==> config.mk <==
export PLATFORM = sky130hd
export DESIGN_NAME = reed_solomon_parity_encoder
export DESIGN_NICKNAME = d
export VERILOG_FILES = /design/src/rspe_pkg.sv /design/src/reed_solomon_parity_encoder.sv /design/src/rspe_front.sv /design/src/rspe_drain.sv
export SDC_FILE = /design/constraint.sdc
export NUM_CORES = 2
export LEC_CHECK = 0
export ABC_AREA = 1
export BUFFER_PORTS_ARGS = -buffer_cell sky130_fd_sc_hd__buf_4
export CAP_MARGIN = 25
export CORE_ASPECT_RATIO = 0.6
export CORE_MARGIN = 4
export CORE_UTILIZATION = 49
export DETAILED_ROUTE_END_ITERATION = 8
export PLACE_DENSITY_LB_ADDON = 0.3
export SLEW_MARGIN = 20
export SYNTH_ARGS = -nofsm -noshare
export SYNTH_HDL_FRONTEND = slang
export SYNTH_HIERARCHICAL = 1
export SYNTH_SLANG_ARGS = --single-unit
export TNS_END_PERCENT = 100
==> constraint.sdc <==
create_clock -name clk -period 24.3 [get_ports clk]
set_input_delay 2.43 -clock clk [delete_from_list [all_inputs] [get_ports clk]]
set_output_delay 2.43 -clock clk [all_outputs]
set_load 0.01 [all_outputs]
==> src/rspe_pkg.sv <==
// Shared types, constants and GF(2^8) helpers for the Reed-Solomon parity encoder.
package rspe_pkg;

  localparam logic [7:0] GF_POLY_LOW = 8'h1D;  // x^8 folds back as x^4+x^3+x^2+1
  localparam int MAX_LEN = 128;                 // deepest parity register supported
  localparam int PAIR_IDX_W = 6;
  localparam int PAIR_CNT_W = 7;

  typedef logic [7:0] gf_byte_t;

  // Hand-off from the LFSR side to the drain side
  typedef struct packed {
    logic                  load;
    logic [PAIR_CNT_W-1:0] pairs;
  } blk_ctl_t;

  function automatic gf_byte_t gf_mul(input gf_byte_t a, input gf_byte_t b);
    gf_byte_t x;
    gf_byte_t acc;
    x   = a;
    acc = 8'h00;
    for (int i = 0; i < 8; i++) begin
      if (b[i]) begin
        acc = acc ^ x;
      end
      x = x[7] ? ({x[6:0], 1'b0} ^ GF_POLY_LOW) : {x[6:0], 1'b0};
    end
    return acc;
  endfunction

  // Coefficient j of prod_{i=1..n} (x + alpha^i), alpha = 2
  function automatic gf_byte_t gen_coef(input int n, input int j);
    gf_byte_t g [MAX_LEN+1];
    gf_byte_t root;
    for (int i = 0; i <= MAX_LEN; i++) begin
      g[i] = 8'h00;
    end
    g[0] = 8'h01;
    root = 8'h01;
    for (int i = 0; i < n; i++) begin
      root = gf_mul(root, 8'h02);
      for (int k = i + 1; k > 0; k--) begin
        g[k] = g[k-1] ^ gf_mul(g[k], root);
      end
      g[0] = gf_mul(g[0], root);
    end
    return g[j];
  endfunction

endpackage

==> src/reed_solomon_parity_encoder.sv <==
// Top level of the systematic Reed-Solomon parity encoder over GF(2^8).
// The encoder takes one data byte per cycle into a parallel parity LFSR (constant GF
// multipliers, polynomial 0x11D, generator roots alpha^1..alpha^n). The byte that
// completes a block moves the finished parity into a drain buffer in that same cycle
// and clears the LFSR, so the next block's bytes keep entering at one per cycle while
// the drain buffer sends the parity out as pairs, lowest index first, one pair per
// cycle while out_stall is low (10 pairs short, 40 long), with last_pair on the final
// one. The first pair is registered out of the drain buffer after the block is loaded.
// in_stall rises only on a block's closing byte while the previous block's pairs are
// still in the drain buffer. long_mode is written over the cfg channel, which is
// always ready; write it between blocks, with all pairs delivered.
module reed_solomon_parity_encoder #(
  parameter int LONG_PARITY_BYTES = 80,
  parameter int SHORT_PARITY_BYTES = 20,
  parameter int LONG_DATA_BYTES = 120,
  parameter int SHORT_DATA_BYTES = 30
) (
  input  logic       clk,
  input  logic       rst,
  input  logic       cfg_valid,
  output logic       cfg_ready,
  input  logic       cfg_data,
  input  logic       in_valid,
  output logic       in_stall,
  input  logic [7:0] data_byte,
  output logic       out_valid,
  input  logic       out_stall,
  output logic [7:0] parity_even,
  output logic [7:0] parity_odd,
  output logic [rspe_pkg::PAIR_IDX_W-1:0] pair_index,
  output logic       last_pair
);
  import rspe_pkg::*;

  localparam int NMAX = (LONG_PARITY_BYTES > SHORT_PARITY_BYTES) ?
                        LONG_PARITY_BYTES : SHORT_PARITY_BYTES;
  localparam int NPAIR = (NMAX + 1) / 2;

  logic                   long_mode;
  logic                   snap_full;
  blk_ctl_t               ctl;
  logic [NPAIR*16-1:0]    snap_data;

  assign cfg_ready = 1'b1;

  always_ff @(posedge clk) begin
    if (rst) begin
      long_mode <= 1'b0;
    end else if (cfg_valid && cfg_ready) begin
      long_mode <= cfg_data;
    end
  end

  rspe_front #(
    .LONG_P  (LONG_PARITY_BYTES),
    .SHORT_P (SHORT_PARITY_BYTES),
    .LONG_D  (LONG_DATA_BYTES),
    .SHORT_D (SHORT_DATA_BYTES),
    .NMAX    (NMAX)
  ) u_front (
    .clk       (clk),
    .rst       (rst),
    .long_mode (long_mode),
    .in_valid  (in_valid),
    .in_stall  (in_stall),
    .data_byte (data_byte),
    .snap_full (snap_full),
    .ctl       (ctl),
    .snap_data (snap_data)
  );

  rspe_drain #(
    .NMAX (NMAX)
  ) u_drain (
    .clk         (clk),
    .rst         (rst),
    .ctl         (ctl),
    .snap_data   (snap_data),
    .snap_full   (snap_full),
    .out_valid   (out_valid),
    .out_stall   (out_stall),
    .parity_even (parity_even),
    .parity_odd  (parity_odd),
    .pair_index  (pair_index),
    .last_pair   (last_pair)
  );

endmodule

==> src/rspe_front.sv <==
// Input side: byte counter and parallel parity LFSR, one data byte per cycle.
module rspe_front #(
  parameter int LONG_P = 80,
  parameter int SHORT_P = 20,
  parameter int LONG_D = 120,
  parameter int SHORT_D = 30,
  parameter int NMAX = 80
) (
  input  logic                     clk,
  input  logic                     rst,
  input  logic                     long_mode,
  input  logic                     in_valid,
  output logic                     in_stall,
  input  logic [7:0]               data_byte,
  input  logic                     snap_full,
  output rspe_pkg::blk_ctl_t       ctl,
  output logic [((NMAX+1)/2)*16-1:0] snap_data
);
  import rspe_pkg::*;

  localparam int NPAIR = (NMAX + 1) / 2;
  localparam int MAX_D = (LONG_D > SHORT_D) ? LONG_D : SHORT_D;
  localparam int CNT_W = $clog2(MAX_D + 1);
  localparam logic [CNT_W:0] LONG_D_EXT = (CNT_W+1)'(LONG_D);
  localparam logic [CNT_W:0] SHORT_D_EXT = (CNT_W+1)'(SHORT_D);
  localparam logic [CNT_W:0] MAX_D_EXT = (CNT_W+1)'(MAX_D);
  localparam logic [PAIR_CNT_W-1:0] LONG_PAIRS = PAIR_CNT_W'((LONG_P + 1) / 2);
  localparam logic [PAIR_CNT_W-1:0] SHORT_PAIRS = PAIR_CNT_W'((SHORT_P + 1) / 2);

  gf_byte_t         lfsr [NMAX];
  gf_byte_t         lfsr_next [NMAX];
  gf_byte_t         fb;
  logic [CNT_W-1:0] byte_count;
  logic [CNT_W:0]   cnt_inc;
  logic [CNT_W:0]   n_data;
  logic             ending;
  logic             accept;

  assign fb = (long_mode ? lfsr[LONG_P-1] : lfsr[SHORT_P-1]) ^ data_byte;

  // One lane per parity byte; lanes above the current length hold
  for (genvar j = 0; j < NMAX; j++) begin : g_lane
    localparam gf_byte_t GS = gen_coef(SHORT_P, j);
    localparam gf_byte_t GL = gen_coef(LONG_P, j);
    localparam logic IN_S = (j < SHORT_P);
    localparam logic IN_L = (j < LONG_P);
    gf_byte_t prev;
    gf_byte_t prod;
    logic     active;
    if (j == 0) begin : g_first
      assign prev = 8'h00;
    end else begin : g_rest
      assign prev = lfsr[j-1];
    end
    assign prod = long_mode ? gf_mul(fb, GL) : gf_mul(fb, GS);
    assign active = long_mode ? IN_L : IN_S;
    assign lfsr_next[j] = active ? (prev ^ prod) : lfsr[j];
  end

  // Snapshot of the finished parity, zero beyond the current length
  for (genvar j = 0; j < 2 * NPAIR; j++) begin : g_snap
    if (j < NMAX) begin : g_used
      localparam logic IN_S = (j < SHORT_P);
      localparam logic IN_L = (j < LONG_P);
      assign snap_data[j*8 +: 8] = (long_mode ? IN_L : IN_S) ? lfsr_next[j] : 8'h00;
    end else begin : g_pad
      assign snap_data[j*8 +: 8] = 8'h00;
    end
  end

  assign cnt_inc = {1'b0, byte_count} + (CNT_W+1)'(1);
  assign n_data = long_mode ? LONG_D_EXT : SHORT_D_EXT;
  assign ending = (cnt_inc >= n_data);
  // The closing byte waits until the drain buffer is free
  assign in_stall = ending && snap_full;
  assign accept = in_valid && !in_stall;

  assign ctl.load = accept && ending;
  assign ctl.pairs = long_mode ? LONG_PAIRS : SHORT_PAIRS;

  always_ff @(posedge clk) begin
    if (rst) begin
      byte_count <= '0;
      for (int j = 0; j < NMAX; j++) begin
        lfsr[j] <= 8'h00;
      end
    end else if (accept) begin
      if (ending) begin
        byte_count <= '0;
        for (int j = 0; j < NMAX; j++) begin
          lfsr[j] <= 8'h00;
        end
      end else begin
        byte_count <= cnt_inc[CNT_W-1:0];
        for (int j = 0; j < NMAX; j++) begin
          lfsr[j] <= lfsr_next[j];
        end
      end
    end
  end

  a_load_free: assert property (@(posedge clk) disable iff (rst)
    ctl.load |-> !snap_full)
    else $error("block closed while drain buffer busy");

  a_count_clear: assert property (@(posedge clk) disable iff (rst)
    ctl.load |=> (byte_count == '0))
    else $error("byte count not cleared after block end");

  a_count_range: assert property (@(posedge clk) disable iff (rst)
    {1'b0, byte_count} < MAX_D_EXT)
    else $error("byte count past longest block");

endmodule

==> src/rspe_drain.sv <==
// Output side: holds one finished parity block and streams it out in pairs.
module rspe_drain #(
  parameter int NMAX = 80
) (
  input  logic                       clk,
  input  logic                       rst,
  input  rspe_pkg::blk_ctl_t         ctl,
  input  logic [((NMAX+1)/2)*16-1:0] snap_data,
  output logic                       snap_full,
  output logic                       out_valid,
  input  logic                       out_stall,
  output logic [7:0]                 parity_even,
  output logic [7:0]                 parity_odd,
  output logic [rspe_pkg::PAIR_IDX_W-1:0] pair_index,
  output logic                       last_pair
);
  import rspe_pkg::*;

  localparam int NB = 2 * ((NMAX + 1) / 2);

  gf_byte_t              pbuf [NB];
  logic [PAIR_CNT_W-1:0] pairs;
  logic [PAIR_CNT_W-1:0] k;
  logic [PAIR_CNT_W-1:0] k_inc;
  logic                  full;
  logic                  pop;
  logic                  last;

  assign snap_full = full;
  assign k_inc = k + PAIR_CNT_W'(1);
  assign last = (k_inc == pairs);
  assign pop = full && (!out_valid || !out_stall);

  always_ff @(posedge clk) begin
    if (rst) begin
      full      <= 1'b0;
      k         <= '0;
      out_valid <= 1'b0;
    end else begin
      if (ctl.load) begin
        full <= 1'b1;
        k    <= '0;
      end else if (pop) begin
        k <= k_inc;
        if (last) begin
          full <= 1'b0;
        end
      end
      if (pop) begin
        out_valid <= 1'b1;
      end else if (!out_stall) begin
        out_valid <= 1'b0;
      end
    end
  end

  // Buffer advances by one pair per pop
  always_ff @(posedge clk) begin
    if (ctl.load) begin
      pairs <= ctl.pairs;
      for (int i = 0; i < NB; i++) begin
        pbuf[i] <= snap_data[i*8 +: 8];
      end
    end else if (pop) begin
      for (int i = 0; i < NB - 2; i++) begin
        pbuf[i] <= pbuf[i+2];
      end
      pbuf[NB-2] <= 8'h00;
      pbuf[NB-1] <= 8'h00;
    end
    if (pop) begin
      parity_even <= pbuf[0];
      parity_odd  <= pbuf[1];
      pair_index  <= k[PAIR_IDX_W-1:0];
      last_pair   <= last;
    end
  end

  a_k_range: assert property (@(posedge clk) disable iff (rst)
    full |-> (k < pairs))
    else $error("pair counter past block length");

  a_last_empties: assert property (@(posedge clk) disable iff (rst)
    (pop && last) |=> !full)
    else $error("buffer still full after last pair");

  a_no_overwrite: assert property (@(posedge clk) disable iff (rst)
    ctl.load |-> !full)
    else $error("snapshot loaded over an undrained block");

endmodule

==> run metrics <==
crit-path leading delay family=buffers and inverters; fin. max-slew vios=0; Util after Layout=a little over half; worst-margin pin slew=approximately 1.2 ns; post-CTS sizing=0; final antenna-violating net count=0; clk slew on worst S/H paths=about 0.06 ns; cts hold-fix bufs=0; final cell count without fillers=around 9400; Hold Vio Cnt, Final=0; Clk pwr share=between 20% and 30%; Pint=about 0.0044 W; Syn. warnings=6; Final Critical Period=roughly 7.8 ns; root buffer cell=clkbuf_16; r2r worst-path depth=20; kind of critical path=register to register; Worst Hold Class=register to register; largest net degree at the start of global routing=between 150 and 200; Crit. End Element=register; Netlist cell types=50; Sink Count=approximately 1300; io pins=40; drt drc=0; Clock Path Buffers=3; drt total wl=around 270000 µm; Lkg Pwr=around 31 nW; Critical Path Stages=20; Sw Share=a little under two fifths; Hold Path Depth=0; Vias=55701; Syn Area/Cell=between 9 and 10 µm²; crit-path max FO=163; Layout Nets=~7300; sw power=roughly 0.0027 W; Std-Cell Rows=109; power share of the sequential group=39.4%; pwr dens=91.1 mW/mm²; Initial Util=49.6%; layout cells sized above 1=about 14%; RSZ-0062 raised after global routing=false; Post-DP HPWL=between 150000 and 200000 µm; gr ovfl total=0; clk_skew=about 0.030 ns; Startpoint Class=register; commonest cells after routing, fill and taps aside=1937 x nand2_1, 1310 x edfxtp_1, 1031 x nor2_1, 528 x mux2_2, 480 x inv_1; total CTS buffers=130; Critical Path End=u_drain/pbuf[18][13]; worst setup path start=long_mode; synthesized cell area=0.0733 mm²; DIE AREA=roughly 0.16 mm²; Synth Register Bits=around 1300; first-pass GRT wire length=between 300000 and 400000 µm; length of the first detailed-routing pass in iterations=7; Logic pwr share=31.4%; Crit-path slowest cell=nand2_4; Crit Reg-Reg Endpoint=u_drain/pbuf[18][13]; fin crit share=32.2%; Setup violations, final=0; WP data arrival=~8.2 ns; worst vdd ir=around 62 µV; IO Port Bufs=38; Critical R2R Launch=long_mode; status=completed; async set-reset flop share out of synthesis=0%; worst-path cell chain=inv_8 > ha_1 > nand2_1 > nand2_1 > a21oi_1 > nor2_1 > nand3_1 > nand2_1 > nand2_1 > nand2_1 > nand2_1 > inv_1 > nor2_1 > nand2_1 > inv_4 > clkinv_2 > nand2_4 > buf_4 > buf_12 > buf_4; register area share after synthesis=54.2%; top cells by area, synth=edfxtp_1 54%, nand2_1 9.9%, mux2_2 8.1%; fmax=128 MHz; all-layer global routing usage=34.3%; Die Width=about 500 µm; number of synthesized flops with an enable pin=1310; Top FF cell, synth=edfxtp_1; Vias/cell=5.92; most common library cell in the layout ignoring fill and taps=nand2_1; max-cap viol count=0; Worst EP required=~25 ns; r2r setup slk=roughly 16 ns; Synth-to-Final Area Change=6.11%; die height=slightly above 300 µm; critical path's largest stage delay=0.95 ns; Setup Buffers After CTS=0; placed insts=about 9000; antenna violations before repair=22; CTS tree=done; leading area contributor after synthesis=edfxtp_1; Final Wtd Congestion=about 1.1; clk_lat worst skew=between 0.7 and 0.8 ns; TNS Setup=0 ns; Crit path top cell by count=nand2_1; Slew HR=between 10% and 20%; CP bufs+invs=7; H-tree depth=4; Core Region=0.148 mm²; routed length per instance=approximately 29 µm; share of Yosys cell area claimed by the top area cell type=a little over half; Mapped Cells=between 7000 and 8000; DRT iter0 DRCs=about 9600; vias in the first global route=roughly 50000; Min-Delay Startpoint=u_drain/pbuf[0][10]
[worst reg2reg max path, delay by kind of cell (launching register included)]
family / cells / cell delay, ns
AO/OA/AOI/OAI: 1 / 0.14
adder cells (fa/ha/maj): 1 / 0.39
flip-flops: 1 / 0.75
AND/OR/NAND/NOR: 11 / 1.78
buffers and inverters: 7 / 4.34
[registers in the layout (all words and copies together) (netlist names)]
| register | flops |
|---|---|
| u_front/byte_count | 7 |
| u_drain/pairs | 7 |
| u_drain/out_valid | 1 |
| u_drain/k | 7 |
| u_front/lfsr | 640 |
| long_mode | 1 |
| u_drain/parity_odd | 8 |
| u_drain/last_pair | 1 |
| u_drain/parity_even | 8 |
| u_drain/pair_index | 6 |
| u_drain/pbuf | 640 |
| u_drain/snap_full | 1 |
[worst min path at each step]
stage,end
global route,u_drain/parity_even[7]
finish,u_drain/parity_odd[2]
CTS,u_drain/parity_even[7]
detailed placement,u_drain/parity_even[5]
global placement,u_drain/parity_odd[3]
floorplan,u_drain/parity_even[0]
[per-layer routing]
layer	global-route usage [%]	vias up	part of all wire, %
met5	0	-	0.036
met3	15.4	453	16
met1	51.1	27369	42
li1	-	24357	-
met4	11.1	16	3.5
met2	43.5	3506	38
[kinds of logic after synthesis]
group,Yosys count,synth area share [%]
buffers and inverters,1076,7.41
XOR/XNOR,499,6.01
AND/OR/NAND/NOR,3492,19.3
multiplexers,534,8.20
adder cells (fa/ha/maj),6,0.102
AO/OA/AOI/OAI,661,4.78
other,3,0.0154
flip-flops,1327,54.2
[through the flow]
| stage | setup WS, ns | area [µm²] | hold WS [ns] | total power (W) |
|---|---|---|---|---|
| 2_1_floorplan | 5.95 | 73300 | 0.400 | 0.00425 |
| 4_1_cts | 16.42 | 77600 | 0.420 | 0.00696 |
| 3_3_place_gp | 16.13 | 73300 | 0.403 | 0.00488 |
| 3_5_place_dp | 16.03 | 73400 | 0.405 | 0.00491 |
| 6_report | 16.47 | 77700 | 0.421 | 0.00708 |
| 5_1_grt | 15.94 | 77700 | 0.423 | 0.00726 |
[power by group through the flow]
stage	registers, W	logic, W	clock network [W]
2_1_floorplan	0.00284	0.00142	0
3_3_place_gp	0.00283	0.00205	0
3_5_place_dp	0.00283	0.00207	0
4_1_cts	0.00279	0.00209	0.00209
5_1_grt	0.00280	0.00227	0.00218
6_report	0.00279	0.00222	0.00207
[cells in the mapped netlist (9+ instances only)]
cell type     n
or2_2        63
edfxtp_1   1310
a211oi_1     13
xor2_1      357
inv_1       482
o21ai_0     357
nand3_1     235
inv_2        25
xnor2_1     138
or2_1        23
o21ai_1     109
nor3_1       33
and2_1       49
nor2_1     1033
buf_6        25
buf_4       190
nand3_2       9
clkbuf_1    226
mux2_2      528
buf_2        29
clkbuf_8     45
buf_1        52
o211ai_1     32
nand2_2      52
dfxtp_1      17
nor2_2        9
a21oi_1     121
nand2_1    1941
nand4_1      29
[layout make-up]
cell class | count | area (µm²)
sequential | 1327 | 39700
fill | 13263 | 70100
inverter | 509 | 1920
multi-input combinational | 5198 | 28200
antenna | 12 | 30.0
timing repair buffer | 134 | 1190
clock buffer | 152 | 3380
clock inverter | 78 | 812
tap | 1998 | 2500
(Power assumes the default switching activity.)
